[src/three_axis_pid_attitude_controller_top_defines.svh]
// ----------------------------------------------------------------------------
// three_axis_pid_attitude_controller_top_defines
// assertion macros shared by the attitude controller rtl
// ----------------------------------------------------------------------------
`ifndef THREE_AXIS_PID_ATTITUDE_CONTROLLER_TOP_DEFINES_SVH
`define THREE_AXIS_PID_ATTITUDE_CONTROLLER_TOP_DEFINES_SVH

// same-cycle implication, disabled while reset is asserted
`define TAPC_ASSERT_IMPL(label, clk, rstn, ante, cons, msg) \
    label: assert property (@(posedge clk) disable iff (!(rstn)) (ante) |-> (cons)) \
        else $error(msg);

// next-cycle implication, disabled while reset is asserted
`define TAPC_ASSERT_NEXT(label, clk, rstn, ante, cons, msg) \
    label: assert property (@(posedge clk) disable iff (!(rstn)) (ante) |=> (cons)) \
        else $error(msg);

`endif

[src/tapc_pkg.sv]
// ----------------------------------------------------------------------------
// tapc_pkg
// shared types, constants and helpers of the attitude controller
// ----------------------------------------------------------------------------
`timescale 1ns / 1ps

package tapc_pkg;

    localparam int ANGLE_W     = 16;
    localparam int GAIN_W      = 16;
    localparam int RND_SH      = 8;
    localparam int PID_MAX_DEF = 25600;
    localparam int REG_IDX_W   = 3;

    // half and full turn in q10.6 degrees
    localparam logic signed [ANGLE_W:0] HALF_TURN = 17'sd11520;
    localparam logic signed [ANGLE_W:0] FULL_TURN = 17'sd23040;

    // register indexes
    localparam logic [REG_IDX_W-1:0] REG_ROLL_KP  = 3'd0;
    localparam logic [REG_IDX_W-1:0] REG_ROLL_KI  = 3'd1;
    localparam logic [REG_IDX_W-1:0] REG_ROLL_KD  = 3'd2;
    localparam logic [REG_IDX_W-1:0] REG_PITCH_KP = 3'd3;
    localparam logic [REG_IDX_W-1:0] REG_PITCH_KI = 3'd4;
    localparam logic [REG_IDX_W-1:0] REG_PITCH_KD = 3'd5;
    localparam logic [REG_IDX_W-1:0] REG_YAW_KP   = 3'd6;
    localparam logic [REG_IDX_W-1:0] REG_YAW_KD   = 3'd7;

    // request kind
    localparam logic REQ_CLEAR = 1'b1;

    typedef logic signed [ANGLE_W-1:0] angle_t;
    typedef logic [GAIN_W-1:0]         gain_t;

    // pipeline strobes from the control unit to the lanes
    typedef struct packed {
        logic accept;   // word taken into stage 1
        logic clr0;     // word being taken is a clear request
        logic adv1;     // stage 1 moves to stage 2
        logic adv2;     // stage 2 moves to the output register
        logic clr2;     // word in stage 2 is a clear request
    } pipe_ctl_t;

    // saturate a one-bit-wider value to the angle range
    function automatic angle_t sat_angle(input logic signed [ANGLE_W:0] v);
        angle_t r;
        if (v[ANGLE_W] != v[ANGLE_W-1]) begin
            r = v[ANGLE_W] ? {1'b1, {(ANGLE_W-1){1'b0}}} : {1'b0, {(ANGLE_W-1){1'b1}}};
        end else begin
            r = v[ANGLE_W-1:0];
        end
        return r;
    endfunction

    // a minus b, saturated
    function automatic angle_t angle_diff(input angle_t a, input angle_t b);
        logic signed [ANGLE_W:0] d;
        d = {a[ANGLE_W-1], a} - {b[ANGLE_W-1], b};
        return sat_angle(d);
    endfunction

endpackage

[src/tapc_ctrl.sv]
// ----------------------------------------------------------------------------
// tapc_ctrl
// stage valid bits and handshake for the three-stage lane pipeline
// ----------------------------------------------------------------------------
`timescale 1ns / 1ps
`include "three_axis_pid_attitude_controller_top_defines.svh"

module tapc_ctrl (
    input  logic                aclk,
    input  logic                aresetn,
    input  logic                s_valid,
    input  logic                req_type,
    output logic                s_ready,
    output logic                m_valid,
    input  logic                m_ready,
    output tapc_pkg::pipe_ctl_t ctl
);

    logic valid1_reg;
    logic valid1_next;
    logic valid2_reg;
    logic valid2_next;
    logic out_valid_reg;
    logic out_valid_next;
    logic clr1_reg;
    logic clr2_reg;

    logic ready_out;
    logic ready1;
    logic ready2;
    logic accept;
    logic adv1;
    logic adv2;

    // a stage may take a word when empty or when it is itself moving on
    assign ready_out = !out_valid_reg || m_ready;
    assign adv2      = valid2_reg && ready_out;
    assign ready2    = !valid2_reg || ready_out;
    assign adv1      = valid1_reg && ready2;
    assign ready1    = !valid1_reg || ready2;
    assign accept    = s_valid && ready1;

    assign valid1_next    = accept || (valid1_reg && !adv1);
    assign valid2_next    = adv1 || (valid2_reg && !adv2);
    assign out_valid_next = adv2 || (out_valid_reg && !m_ready);

    always_ff @(posedge aclk) begin
        if (!aresetn) begin
            valid1_reg    <= 1'b0;
            valid2_reg    <= 1'b0;
            out_valid_reg <= 1'b0;
        end else begin
            valid1_reg    <= valid1_next;
            valid2_reg    <= valid2_next;
            out_valid_reg <= out_valid_next;
        end
    end

    always_ff @(posedge aclk) begin
        if (accept) begin
            clr1_reg <= (req_type == tapc_pkg::REQ_CLEAR);
        end
        if (adv1) begin
            clr2_reg <= clr1_reg;
        end
    end

    assign s_ready    = ready1;
    assign m_valid    = out_valid_reg;
    assign ctl.accept = accept;
    assign ctl.clr0   = (req_type == tapc_pkg::REQ_CLEAR);
    assign ctl.adv1   = adv1;
    assign ctl.adv2   = adv2;
    assign ctl.clr2   = clr2_reg;

    `TAPC_ASSERT_IMPL(a_stall_only_full, aclk, aresetn, !s_ready, valid1_reg && valid2_reg && out_valid_reg, "input stalled with a free stage")
    `TAPC_ASSERT_NEXT(a_adv1_fills, aclk, aresetn, adv1, valid2_reg, "stage 2 empty after advance")

endmodule

[config.mk]
export PLATFORM = sky130hd
export DESIGN_NAME = tapc_ctrl
export DESIGN_NICKNAME = d
export VERILOG_FILES = /design/src/tapc_pkg.sv /design/src/tapc_ctrl.sv
export VERILOG_INCLUDE_DIRS = /design/src /design/src/src
export SDC_FILE = /design/constraint.sdc
export NUM_CORES = 1
export LEC_CHECK = 0
export BUFFER_PORTS_ARGS = -buffer_cell sky130_fd_sc_hd__buf_2
export CORE_AREA = 2 2 39 41
export DETAILED_ROUTE_END_ITERATION = 10
export DIE_AREA = 0 0 41 43
export SETUP_SLACK_MARGIN = 0.02
export SLEW_MARGIN = 15
export SYNTH_ARGS = -nofsm -noshare
export SYNTH_HDL_FRONTEND = slang
export SYNTH_SLANG_ARGS = --single-unit
[constraint.sdc]
create_clock -name aclk -period 1.1 [get_ports aclk]
set_input_delay 0.22 -clock aclk [delete_from_list [all_inputs] [get_ports aclk]]
set_output_delay 0.22 -clock aclk [all_outputs]
set_load 0.05 [all_outputs]
==> impl_results.md <==
* Post-Place Worst Slack at -0.0652 ns
* IO Port Bufs at 11
* Core footprint at roughly 1400 um2
* Critical path arrival at roughly 1.1 ns
* Die height at 43 um
* Post-DP Area at around 320 um2
* Via-to-Cell Ratio at roughly 3.5
* Synth warn at 0
* LEAKAGE at 0.208 nW
* Initial antenna violation count at 0
* Int Pwr at about 380 uW
* Reg clk slew, reported paths at ~0.040 ns
* Die area at 1760 um2
* Tmin final at approximately 1.3 ns
* CTS Buf Count at 3
* FP Rows at 14
* Fin util at between 20% and 30%
* Area growth, synth to finish at 66.3%
* PwrDens at approximately 1300 nW/um2
* R2R Setup Slk at 0.03 ns
* Aggregate routed wire length at approximately 450 um
* Post-layout net count at 41
* Pin count of the biggest net entering global routing at 5
* Slew @ Worst Pin at roughly 0.25 ns
* Violated checks: negative setup slack
* Mapped Cells at 20
* Clock root buffer: clkbuf_4
* Synth area leader: dfxtp_1
* Syn Std Cell Area at ~230 um2
* H-tree depth at 1
* Critical Path RT at slightly below 0.9 ns
* Initial DRC count at 1
* Slowest cell on crit path: dfxtp_2
* Syn nets at 25
* Sw power at around 130 uW
* Number of global-route vias before repair at approximately 190
* Routed Antenna Nets at 0
* Syn avg cell area at around 12 um2
* Sequential power share at between 40 and 50%
* Status: finished, violations left
* Setup Skew at ~0.0043 ns
* Hold Crit Class: in -> reg
* Setup CP Type: reg -> out
* FF+latch area at around 130 um2
* RSZ-0062 raised after global routing: true
* Finished Cell Area at between 300 and 400 um2
* Rel. slew slack at 83.6%
* Global-route wire length before repair at a little under 800 um
* Fin crit share at 119%
* IO Pins at 12
* Diodes inserted at 0
* Crit path max-delay family: flip-flops
* TritonCTS clock tree: built
* Clock share of power at 41.0%
* Total track usage at 7.16%
* Fill cell count at approximately 140
* Share of post-route cells with drive strength above 1 at 71.4%
* CP Capture Type: output pin
* DRT Pass-1 Iters at 3
* Top cells by count, synth: buf_4, dfxtp_1, edfxtp_1, nor2b_1, o21a_1
* Number of enable flip-flop cells after synthesis at 2
* Count leader, synth: buf_4
* Total power at 509 uW
* Number of max-cap violations at 0
* Synth Flop Type: dfxtp_1
* Switching portion of total power at between 20% and 30%
* Overflow after GRT at 0
* Multi-input logic area at 88.8 um2
* DR WL/cell at a little under 9 um
* IR drop worst, VDD at between 0.0006 and 0.0007 V
* Final Max Slew Viols at 0
* Die width at between 40 and 50 um
* Hold_ws at 0.172 ns
* Synth Register Bits at 5
* Hold Fails Final Rpt at 0
* Synth area leaders: dfxtp_1, edfxtp_1, buf_4
* DR vias at around 180
* Sink Count at 5
* DP Cell Count at between 40 and 50
* Bufs and invs on worst path at 2
* Worst-path maximum fanout at 3
* Sequential share of the synthesized area at 51.3%
* Share of the synthesized area in the top cell type at between 20% and 30%
* Comb pwr share at 18.0%
* CP peak stage delay at roughly 0.32 ns
* Initial Utilization at 16.9%
* Gp weighted congestion at 0.625
* Final worst slack at -0.211 ns
* Clk Latency, worst-skew pair at 0.24 ns
* Max clock buf depth at 2
* Post-route insts no fill at 51
* Setup tns final at -0.772 ns
* Post-synth ARST share at 0%
* Finish-stage setup viols at 4
* Fmax at ~760 MHz
* Synth cell types at 11
* Startpoint types: flip-flop
* Post-route DRC at 0
* Critical path cell sequence: buf_4 > nand4b_4 > and2_4 > buf_6
## area by class of cell
class                           count  area share [%]
Clock buffer                        4            6.75
Timing Repair Buffer               16            32.2
Sequential cell                     5            32.2
Tap cell                           16            5.14
Multi-Input combinational cell      9            22.8
Inverter                            1           0.965
## path summary, 6_finish.rpt
path / startpoint / endpoint / depth (start not counted)
max: valid2_reg / ctl[4] / 4
min: req_type / clr1_reg / 1
max reg2reg: m_valid / clr2_reg / 3
min reg2reg: clr1_reg / clr2_reg / 0
## power by group through the flow
| stage | Combinational, mW | Sequential [mW] | Clock (mW) |
|---|---|---|---|
| after CTS | 0.0914 | 0.209 | 0.222 |
| final | 0.0915 | 0.209 | 0.209 |
| after global routing | 0.0968 | 0.210 | 0.230 |
| after global placement | 0.0808 | 0.211 | 0 |
| after detailed placement | 0.0817 | 0.212 | 0 |
| after floorplan | 0.0613 | 0.217 | 0 |
## logic make-up (layout without fill, tap and decap cells)
logic type             count (synthesis)  in the layout  share of synthesized area, %
buffers and inverters                  6             21                          17.6
flip-flops                             5              5                          51.3
AND/OR/NAND/NOR                        6              6                          21.4
AO/OA/AOI/OAI                          3              3                          9.62
## layout by cell type (no fill, tap or decap), drive strengths merged
master and instances:
and2 1, inv 1, dfxtp 3, and2b 1
edfxtp 2, buf 16, o21a 2, nand4b 1
a21boi 1, and3b 1, nor2b 2, clkbuf 4
## repair_timing
item / in CTS / in global routing
setup buffers: 1 / 1
hold buffers: 0 / 0
gates resized for setup: 12 / 1
setup endpoints to repair: 5 / 7
## per-layer routing
| layer | part of all wire (%) | wire length (um) | vias to the layer above | track usage [%] |
|---|---|---|---|---|
| met5 | 0 | 0 | - | 0 |
| met4 | 0 | 0 | 0 | 2.00 |
| met3 | 16 | 72 | 0 | 8.38 |
| met2 | 36 | 162 | 14 | 8.13 |
| met1 | 48 | 217 | 76 | 8.47 |
| li1 | - | - | 91 | - |
Note: power is estimated with default switching activity, not from simulation.
