**config.mk**
```make
export PLATFORM = sky130hd
export DESIGN_NAME = tapc_err
export DESIGN_NICKNAME = d
export VERILOG_FILES = /design/src/three_axis_pid_attitude_controller_top_defines.svh /design/src/tapc_pkg.sv /design/src/tapc_err.sv
export SDC_FILE = /design/constraint.sdc
export NUM_CORES = 1
export LEC_CHECK = 0
export BUFFER_PORTS_ARGS = -buffer_cell sky130_fd_sc_hd__buf_2
export CORE_MARGIN = 3
export CORE_UTILIZATION = 39
export DETAILED_ROUTE_END_ITERATION = 10
export PLACE_DENSITY_LB_ADDON = 0.1
export SYNTH_ARGS = -nofsm -noshare
export SYNTH_HDL_FRONTEND = slang
export SYNTH_SLANG_ARGS = --single-unit
```
**constraint.sdc**
```tcl
create_clock -name vclk -period 37.5
set_input_delay 7.5 -clock vclk [all_inputs]
set_output_delay 7.5 -clock vclk [all_outputs]
set_load 0.01 [all_outputs]
```
**src/three_axis_pid_attitude_controller_top_defines.svh**
```systemverilog
// ----------------------------------------------------------------------------
// three_axis_pid_attitude_controller_top_defines
// assertion macros shared by the attitude controller rtl
// ----------------------------------------------------------------------------
`ifndef THREE_AXIS_PID_ATTITUDE_CONTROLLER_TOP_DEFINES_SVH
`define THREE_AXIS_PID_ATTITUDE_CONTROLLER_TOP_DEFINES_SVH

// same-cycle implication, disabled while reset is asserted
`define TAPC_ASSERT_IMPL(label, clk, rstn, ante, cons, msg) \
    label: assert property (@(posedge clk) disable iff (!(rstn)) (ante) |-> (cons)) \
        else $error(msg);

// next-cycle implication, disabled while reset is asserted
`define TAPC_ASSERT_NEXT(label, clk, rstn, ante, cons, msg) \
    label: assert property (@(posedge clk) disable iff (!(rstn)) (ante) |=> (cons)) \
        else $error(msg);

`endif

```
**src/tapc_pkg.sv**
```systemverilog
// ----------------------------------------------------------------------------
// tapc_pkg
// shared types, constants and helpers of the attitude controller
// ----------------------------------------------------------------------------
`timescale 1ns / 1ps

package tapc_pkg;

    localparam int ANGLE_W     = 16;
    localparam int GAIN_W      = 16;
    localparam int RND_SH      = 8;
    localparam int PID_MAX_DEF = 25600;
    localparam int REG_IDX_W   = 3;

    // half and full turn in q10.6 degrees
    localparam logic signed [ANGLE_W:0] HALF_TURN = 17'sd11520;
    localparam logic signed [ANGLE_W:0] FULL_TURN = 17'sd23040;

    // register indexes
    localparam logic [REG_IDX_W-1:0] REG_ROLL_KP  = 3'd0;
    localparam logic [REG_IDX_W-1:0] REG_ROLL_KI  = 3'd1;
    localparam logic [REG_IDX_W-1:0] REG_ROLL_KD  = 3'd2;
    localparam logic [REG_IDX_W-1:0] REG_PITCH_KP = 3'd3;
    localparam logic [REG_IDX_W-1:0] REG_PITCH_KI = 3'd4;
    localparam logic [REG_IDX_W-1:0] REG_PITCH_KD = 3'd5;
    localparam logic [REG_IDX_W-1:0] REG_YAW_KP   = 3'd6;
    localparam logic [REG_IDX_W-1:0] REG_YAW_KD   = 3'd7;

    // request kind
    localparam logic REQ_CLEAR = 1'b1;

    typedef logic signed [ANGLE_W-1:0] angle_t;
    typedef logic [GAIN_W-1:0]         gain_t;

    // pipeline strobes from the control unit to the lanes
    typedef struct packed {
        logic accept;   // word taken into stage 1
        logic clr0;     // word being taken is a clear request
        logic adv1;     // stage 1 moves to stage 2
        logic adv2;     // stage 2 moves to the output register
        logic clr2;     // word in stage 2 is a clear request
    } pipe_ctl_t;

    // saturate a one-bit-wider value to the angle range
    function automatic angle_t sat_angle(input logic signed [ANGLE_W:0] v);
        angle_t r;
        if (v[ANGLE_W] != v[ANGLE_W-1]) begin
            r = v[ANGLE_W] ? {1'b1, {(ANGLE_W-1){1'b0}}} : {1'b0, {(ANGLE_W-1){1'b1}}};
        end else begin
            r = v[ANGLE_W-1:0];
        end
        return r;
    endfunction

    // a minus b, saturated
    function automatic angle_t angle_diff(input angle_t a, input angle_t b);
        logic signed [ANGLE_W:0] d;
        d = {a[ANGLE_W-1], a} - {b[ANGLE_W-1], b};
        return sat_angle(d);
    endfunction

endpackage

```
**src/tapc_err.sv**
```systemverilog
// ----------------------------------------------------------------------------
// tapc_err
// yaw error: plain saturated difference or wrapped compass distance
// ----------------------------------------------------------------------------
`timescale 1ns / 1ps

module tapc_err (
    input  tapc_pkg::angle_t meas,
    input  tapc_pkg::angle_t targ,
    input  logic             compass,
    output tapc_pkg::angle_t err
);

    localparam int EW = tapc_pkg::ANGLE_W + 1;

    logic signed [EW-1:0] meas_sh;
    logic signed [EW-1:0] targ_sh;
    logic signed [EW-1:0] meas_red;
    logic signed [EW-1:0] targ_red;
    logic signed [EW-1:0] e_raw;
    logic signed [EW-1:0] mag;
    logic signed [EW-1:0] other;
    logic signed [EW-1:0] m_min;
    logic signed [EW-1:0] folded;

    // shift by half a turn, then truncated mod of a full turn
    // (the shifted value never reaches minus a full turn)
    assign meas_sh  = {meas[EW-2], meas} + tapc_pkg::HALF_TURN;
    assign targ_sh  = {targ[EW-2], targ} + tapc_pkg::HALF_TURN;
    assign meas_red = (meas_sh >= tapc_pkg::FULL_TURN) ? meas_sh - tapc_pkg::FULL_TURN : meas_sh;
    assign targ_red = (targ_sh >= tapc_pkg::FULL_TURN) ? targ_sh - tapc_pkg::FULL_TURN : targ_sh;

    // fold to the shorter way round, signed like measured minus target
    assign e_raw  = meas_red - targ_red;
    assign mag    = e_raw[EW-1] ? -e_raw : e_raw;
    assign other  = tapc_pkg::FULL_TURN - mag;
    assign m_min  = (mag < other) ? mag : other;
    assign folded = e_raw[EW-1] ? -m_min : m_min;

    assign err = compass ? tapc_pkg::sat_angle(folded) : tapc_pkg::angle_diff(targ, meas);

endmodule

```
==> results.py, run 1 <==
metrics = {
    "critical_path": {
        "crit_arrival_ps": 17850,
        "path_class": "input pin to output port",
        "start_kind": "input pin",
        "cp_max_fo": 37,
        "crit_top_cell": "ha_1",
        "critPathSlowestCell": "o211ai_1",
        "end_kind": "output port",
        "required_ps": 30000,
        "slowest_delay_ps": 900,
    },
    "floorplanning": {
        "io_pins": 49,
        "start_util_pct": 40.46,
        "die_x_um": 123.9,
        "dieArea_mm2": 0.01535,
        "coreArea_mm2": 0.01340,
        "die_height_um": 123.9,
        "row_count": 42,
    },
    "timing": {
        "fin_crit_ps": 25350,
        "report.final.slew_viol_count": 0,
        "worst_pin_slew_ps": 1124,
        "fin_crit_sh_pct": 67.61,
        "tns_ps": 0,
        "rsz0062_at_grt": "false",
        "setup_viol": 0,
        "fmax_mhz": 39.44,
        "hold_viol_final": 0,
        "relSlewSlack_pct": 24.77,
    },
    "global_routing": {
        "grt_pass1_vias": 5610,
        "overflow": 0,
        "grt_usage_pct": 23.27,
        "grt_pass1_wl_um": 28910,
        "antenna_found_initial": 0,
        "grt_max_degree": 38,
    },
    "route": {
        "routed_wl_um": 18430,
        "vias_per_cell": 6.222,
        "drtAntennaViolNets": 0,
        "drc_errors": 0,
        "drt_iter0_drc": 518,
        "routed-via-count": 6203,
        "wl_per_cell_um": 18.48,
        "dr.pass1.iters": 5,
    },
    "cells_and_area": {
        "seq_cells": 0,
        "nets": 903,
        "area_growth_pct": 5.493,
        "layout_commonest_cell": "nand2_1",
        "nClkBuffers": 0,
        "antennaDiodeCount": 0,
        "register_area_um2": 0,
        "drive_gt1_share_pct": 10.60,
        "final_cell_mix": "nand2_1 (69), nor2_1 (65), a21oi_1 (55), inv_1 (55), buf_2 (49)",
    },
    "min_path": {
        "hold_class": "input pin to output port",
    },
    "job": {
        "max_cap_violations": 0,
    },
    "synth": {
        "syn_avg_cell_area_um2": 6.677,
        "ys_seq_area_share_pct": 0,
        "yosysWarnings": 0,
        "syn_area_mm2": 0.005421,
        "synth_cell_types": 88,
        "synthCells": 812,
        "synth.net_count": 892,
    },
    "outcome": {
        "status": "finished, final reports clean",
    },
    "clocking": {
        "hold_buffers": 0,
        "cts_resized": 0,
        "cts_setup_buffers": 0,
    },
    "place": {
        "gp_congestion": 1.007,
        "hpwl_um": 15070,
        "port_buffers": 49,
    },
}
==> area by class of cell <==
type	count	area, um^2
Timing Repair Buffer	50	252.7
Fill cell	1441	7681
Multi-Input combinational cell	716	5040
Tap cell	176	220.2
Inverter	55	206.4
==> final timing paths <==
path | cells after the start | from | slack, ps | endpoint
min | 3 | compass | 15380 | err[15]
max | 35 | targ[8] | 12150 | err[8]
==> through the flow <==
| stage | setup WS, ps | utilization [%] | cell area, um^2 | hold slack (ps) | std cells |
|---|---|---|---|---|---|
| 2_1_floorplan | 14370 | - | 5421 | 15090 | 812 |
| 3_3_place_gp | 12670 | 42.68 | 5719 | 15400 | 997 |
| 3_5_place_dp | 12330 | 42.68 | 5719 | 15390 | 997 |
| 4_1_cts | 12320 | 42.68 | 5719 | 15390 | 997 |
| 5_1_grt | 11330 | 42.68 | 5719 | 15410 | 997 |
| 6_report | 12150 | 42.68 | 5719 | 15380 | 997 |
==> cells by family after synthesis <==
| kind of cell | after synthesis | share of synthesized area [%] |
|---|---|---|
| simple gates | 311 | 29.91 |
| compound gates | 259 | 34.41 |
| buf+inv | 96 | 7.039 |
| xor+xnor | 75 | 12.83 |
| fa+ha+maj | 47 | 11.12 |
| mux | 24 | 4.685 |
==> Yosys cell counts, types with 4 or more instances <==
| library cell | instances | area, um^2 |
|---|---|---|
| a211oi_1 | 20 | 150.1 |
| a221oi_1 | 5 | 43.79 |
| xor2_1 | 27 | 236.5 |
| nor3_1 | 27 | 135.1 |
| or4_1 | 4 | 30.03 |
| nor3b_1 | 9 | 67.56 |
| o21a_1 | 12 | 90.09 |
| a21oi_1 | 55 | 275.3 |
| o22ai_1 | 5 | 31.28 |
| and4_1 | 4 | 35.03 |
| o21ai_0 | 42 | 210.2 |
| o31ai_1 | 6 | 45.04 |
| nand4_1 | 11 | 68.82 |
| mux2i_1 | 18 | 180.2 |
| inv_1 | 55 | 206.5 |
| buf_2 | 8 | 40.04 |
| ha_1 | 45 | 563.0 |
| and3_1 | 11 | 68.82 |
| mux2_2 | 4 | 45.04 |
| a21boi_0 | 7 | 52.55 |
| a2bb2oi_1 | 4 | 35.03 |
| clkbuf_1 | 28 | 105.1 |
| or3_1 | 13 | 81.33 |
| nor4b_1 | 6 | 52.55 |
| xnor2_1 | 45 | 394.1 |
| a211o_1 | 4 | 35.03 |
| a31oi_1 | 9 | 56.30 |
| or2_2 | 4 | 25.02 |
| and2_1 | 6 | 37.54 |
| nand2_1 | 69 | 259.0 |
| a21o_1 | 16 | 120.1 |
| nand2b_1 | 13 | 81.33 |
| nand3b_1 | 5 | 37.54 |
| nor2b_1 | 8 | 50.05 |
| o31a_1 | 5 | 43.79 |
| nor2_1 | 65 | 244.0 |
| nor4_1 | 7 | 43.79 |
| nand3_1 | 37 | 185.2 |
| o211ai_1 | 14 | 105.1 |
| a22oi_1 | 11 | 82.58 |
==> critical path, delay by kind of cell <==
family | cells | cell delay (ps)
simple gates | 9 | 2200
mux | 2 | 640
buf+inv | 2 | 350
xor+xnor | 2 | 860
compound gates | 16 | 4950
fa+ha+maj | 4 | 1320
==> routing by layer <==
layer / wire (um) / up-vias / GRT usage, %
met5: 0 / - / 0
met4: 265 / 0 / 3.354
met3: 875 / 20 / 0.9991
met2: 8882 / 189 / 41.97
met1: 8404 / 2953 / 31.36
li1: - / 3041 / -
Power of run 1 is not shown: default switching activity piles up to over one toggle a cycle in this logic, so the estimate is an artifact.
==> run 2: changes to the inputs <==
==> constraint.sdc (replaced) <==
create_clock -name vclk -period 26.4
set_input_delay 5.28 -clock vclk [all_inputs]
set_output_delay 5.28 -clock vclk [all_outputs]
set_load 0.01 [all_outputs]
==> results.py, run 2 (synthesized netlist as in run 1, its figures left out) <==
metrics = {
    "critical_path": {
        "startpoint": "targ[8]",
        "endpoint": "err[10]",
        "cp_max_fo": 37,
        "end_kind": "output port",
        "cpLargestDelayFamily": "compound AO/OA/AOI/OAI gates",
        "path_class": "input pin to output port",
        "path_buf_inv": 2,
        "critPathSlowestCell": "o211ai_1",
        "crit_arrival_ps": 15620,
        "cp.depth": 38,
        "crit_top_cell": "ha_1",
        "start_kind": "input pin",
        "slowest_delay_ps": 880,
        "required_ps": 21120,
    },
    "floorplanning": {
        "die_x_um": 123.9,
        "row_count": 42,
        "start_util_pct": 40.46,
        "coreArea_mm2": 0.01340,
        "die_height_um": 123.9,
        "io_pins": 49,
        "dieArea_mm2": 0.01535,
    },
    "global_routing": {
        "grt_pass1_wl_um": 29070,
        "grt_pass1_vias": 5648,
        "grt_usage_pct": 23.24,
        "overflow": 0,
        "grt_max_degree": 38,
        "antenna_found_initial": 0,
    },
    "cells_and_area": {
        "register_area_um2": 0,
        "area_growth_pct": 5.631,
        "antennaDiodeCount": 0,
        "fill_cells": 1440,
        "seq_cells": 0,
        "final_cell_mix": "nand2_1 (69), nor2_1 (65), a21oi_1 (55), inv_1 (55), buf_2 (49)",
        "layout.cells.non_filler": 998,
        "drive_gt1_share_pct": 10.71,
        "nets": 904,
        "nClkBuffers": 0,
        "stdcell_area_mm2": 0.005727,
        "layout_commonest_cell": "nand2_1",
    },
    "clocking": {
        "cts_resized": 0,
        "hold_buffers": 0,
        "cts_setup_buffers": 0,
    },
    "min_path": {
        "hold_class": "input pin to output port",
    },
    "timing": {
        "setup_viol": 0,
        "worst_pin_slew_ps": 1131,
        "report.final.slew_viol_count": 0,
        "timing.final.ws_setup_ps": 5498,
        "tns_ps": 0,
        "fin_crit_sh_pct": 79.17,
        "rsz0062_at_grt": "false",
        "fmax_mhz": 47.84,
        "hold_viol_final": 0,
        "fin_crit_ps": 20900,
        "relSlewSlack_pct": 23.95,
    },
    "route": {
        "wl_per_cell_um": 18.42,
        "routed-via-count": 6194,
        "drt_iter0_drc": 517,
        "drtAntennaViolNets": 0,
        "dr.pass1.iters": 5,
        "routed_wl_um": 18390,
        "vias_per_cell": 6.206,
        "drc_errors": 0,
    },
    "place": {
        "port_buffers": 49,
        "dpl-instance-area_mm2": 0.005727,
        "gp_congestion": 0.9584,
        "dp_slack_ps": 5606,
        "dp.cells": 998,
        "hpwl_um": 15090,
    },
    "outcome": {
        "status": "finished, final reports clean",
    },
    "job": {
        "max_cap_violations": 0,
    },
}
==> run 2: cell count changes in the layout (fill, tap and decap cells not counted) <==
cell	previous run	this run
buf_4	1	2
==> run 2: worst min path at each step <==
stage / start / endpoint / slack, ps / cells past startpoint
2_1_floorplan: compass / err[15] / 10650 / 1
3_3_place_gp: compass / err[15] / 10960 / 3
3_5_place_dp: compass / err[15] / 10960 / 3
4_1_cts: compass / err[15] / 10960 / 3
5_1_grt: compass / err[15] / 10990 / 3
6_report: compass / err[15] / 10960 / 3
==> run 2: final cells by class <==
cell class                 count  area [um^2]  share of cell area, %
inverter                      55        206.4                  3.605
multi-input combinational    716         5040                  88.01
tap                          176        220.2                  3.845
timing repair buffer          51        260.3                  4.544
==> run 2: metrics by stage <==
step                      hold WS [ps]  util, %
after global placement           10960    42.74
after floorplan                  10650        -
after detailed placement         10960    42.74
final                            10960    42.74
after CTS                        10960    42.74
after global routing             10990    42.74
==> run 2: layer usage <==
metal	GRT usage, %	up-vias	share of wire [%]
li1	-	3045	-
met1	31.80	2939	46
met3	0.2725	18	4.2
met2	42.01	192	48
met4	3.080	0	1.2
met5	0	-	0
Power of run 2 is left out for the same reason.
==> run 3: changes to the inputs <==
==> constraint.sdc (replaced) <==
create_clock -name vclk -period 19.05
set_input_delay 3.81 -clock vclk [all_inputs]
set_output_delay 3.81 -clock vclk [all_outputs]
set_load 0.01 [all_outputs]
==> results.py, run 3 (synthesized netlist as in run 1, its figures left out) <==
metrics = {
    "floorplanning": {
        "start_util_pct": 40.46,
        "dieArea_mm2": 0.01535,
        "die_x_um": 123.9,
        "die_height_um": 123.9,
        "io_pins": 49,
        "row_count": 42,
        "coreArea_mm2": 0.01340,
    },
    "cells_and_area": {
        "final_cell_mix": "nand2_1 (69), nor2_1 (65), a21oi_1 (55), inv_1 (55), buf_2 (49)",
        "layout_commonest_cell": "nand2_1",
        "fill_cells": 1461,
        "antennaDiodeCount": 0,
        "nClkBuffers": 0,
        "nets": 905,
        "drive_gt1_share_pct": 10.81,
        "area_growth_pct": 5.770,
        "seq_cells": 0,
        "register_area_um2": 0,
    },
    "critical_path": {
        "path_class": "input pin to output port",
        "crit_arrival_ps": 13990,
        "cpLargestDelayFamily": "compound AO/OA/AOI/OAI gates",
        "start_kind": "input pin",
        "path_buf_inv": 3,
        "end_kind": "output port",
        "crit_top_cell": "ha_1",
        "slowest_delay_ps": 880,
        "required_ps": 15240,
        "critPathSlowestCell": "o211ai_1",
        "cp_max_fo": 37,
    },
    "timing": {
        "relSlewSlack_pct": 27.38,
        "report.final.slew_viol_count": 0,
        "worst_pin_slew_ps": 1085,
        "fmax_mhz": 56.18,
        "fin_crit_ps": 17800,
        "setup_viol": 0,
        "rsz0062_at_grt": "false",
        "fin_crit_sh_pct": 93.44,
        "hold_viol_final": 0,
        "tns_ps": 0,
    },
    "route": {
        "routed-via-count": 6174,
        "vias_per_cell": 6.180,
        "drt_iter0_drc": 530,
        "drc_errors": 0,
        "dr.pass1.iters": 7,
        "drtAntennaViolNets": 0,
        "routed_wl_um": 18580,
        "wl_per_cell_um": 18.60,
    },
    "global_routing": {
        "grt_usage_pct": 23.31,
        "grt_max_degree": 38,
        "grt_pass1_wl_um": 29100,
        "grt_pass1_vias": 5704,
        "antenna_found_initial": 0,
        "overflow": 0,
    },
    "min_path": {
        "hold_class": "input pin to output port",
    },
    "clocking": {
        "hold_buffers": 0,
        "cts_resized": 0,
        "cts_setup_buffers": 0,
    },
    "outcome": {
        "status": "finished, final reports clean",
    },
    "place": {
        "gp_congestion": 0.9709,
        "hpwl_um": 15240,
        "port_buffers": 49,
    },
    "job": {
        "max_cap_violations": 0,
    },
}
[run 3: cell types whose count changed in the layout (fill, tap and decap cells not counted)]
cell / delta
buf_4: +1
[run 3: stage by stage]
stage / utilization [%] / instance area, um^2 / setup slack, ps / hold slack (ps) / cells
6_report: 42.79 / 5734 / 1250 / 8020 / 999
5_1_grt: 42.79 / 5734 / 339.2 / 8065 / 999
4_1_cts: 42.79 / 5734 / 1406 / 8026 / 999
3_5_place_dp: 42.79 / 5734 / 1428 / 8024 / 999
3_3_place_gp: 42.79 / 5734 / 1867 / 8024 / 999
2_1_floorplan: - / 5421 / 3297 / 7713 / 812
[run 3: path summary, 6_finish.rpt]
path	from	endpoint	slack, ps	cells after the start
max	targ[8]	err[8]	1250	39
min	compass	err[15]	8020	3
[run 3: layer usage]
metal  GRT usage (%)  vias to the layer above  part of all wire (%)
met2           41.80                      214                    47
met3           1.226                       50                   4.7
met1           30.88                     2865                    46
met5               0                        -                     0
met4           4.860                        0                   2.3
li1                -                     3045                     -
[run 3: area by class of cell]
cell class	instances	area (um^2)	share of cell area, %
multi-input cells	716	5040	87.89
repair buffers	52	267.8	4.669
well taps	176	220.2	3.840
inverters	55	206.4	3.600
[run 3: tightest hold or removal path: cells and delay by family]
family,cells,cell delay [ps]
buffers and inverters,2,280
multiplexers,1,120
Power of run 3 is left out for the same reason.
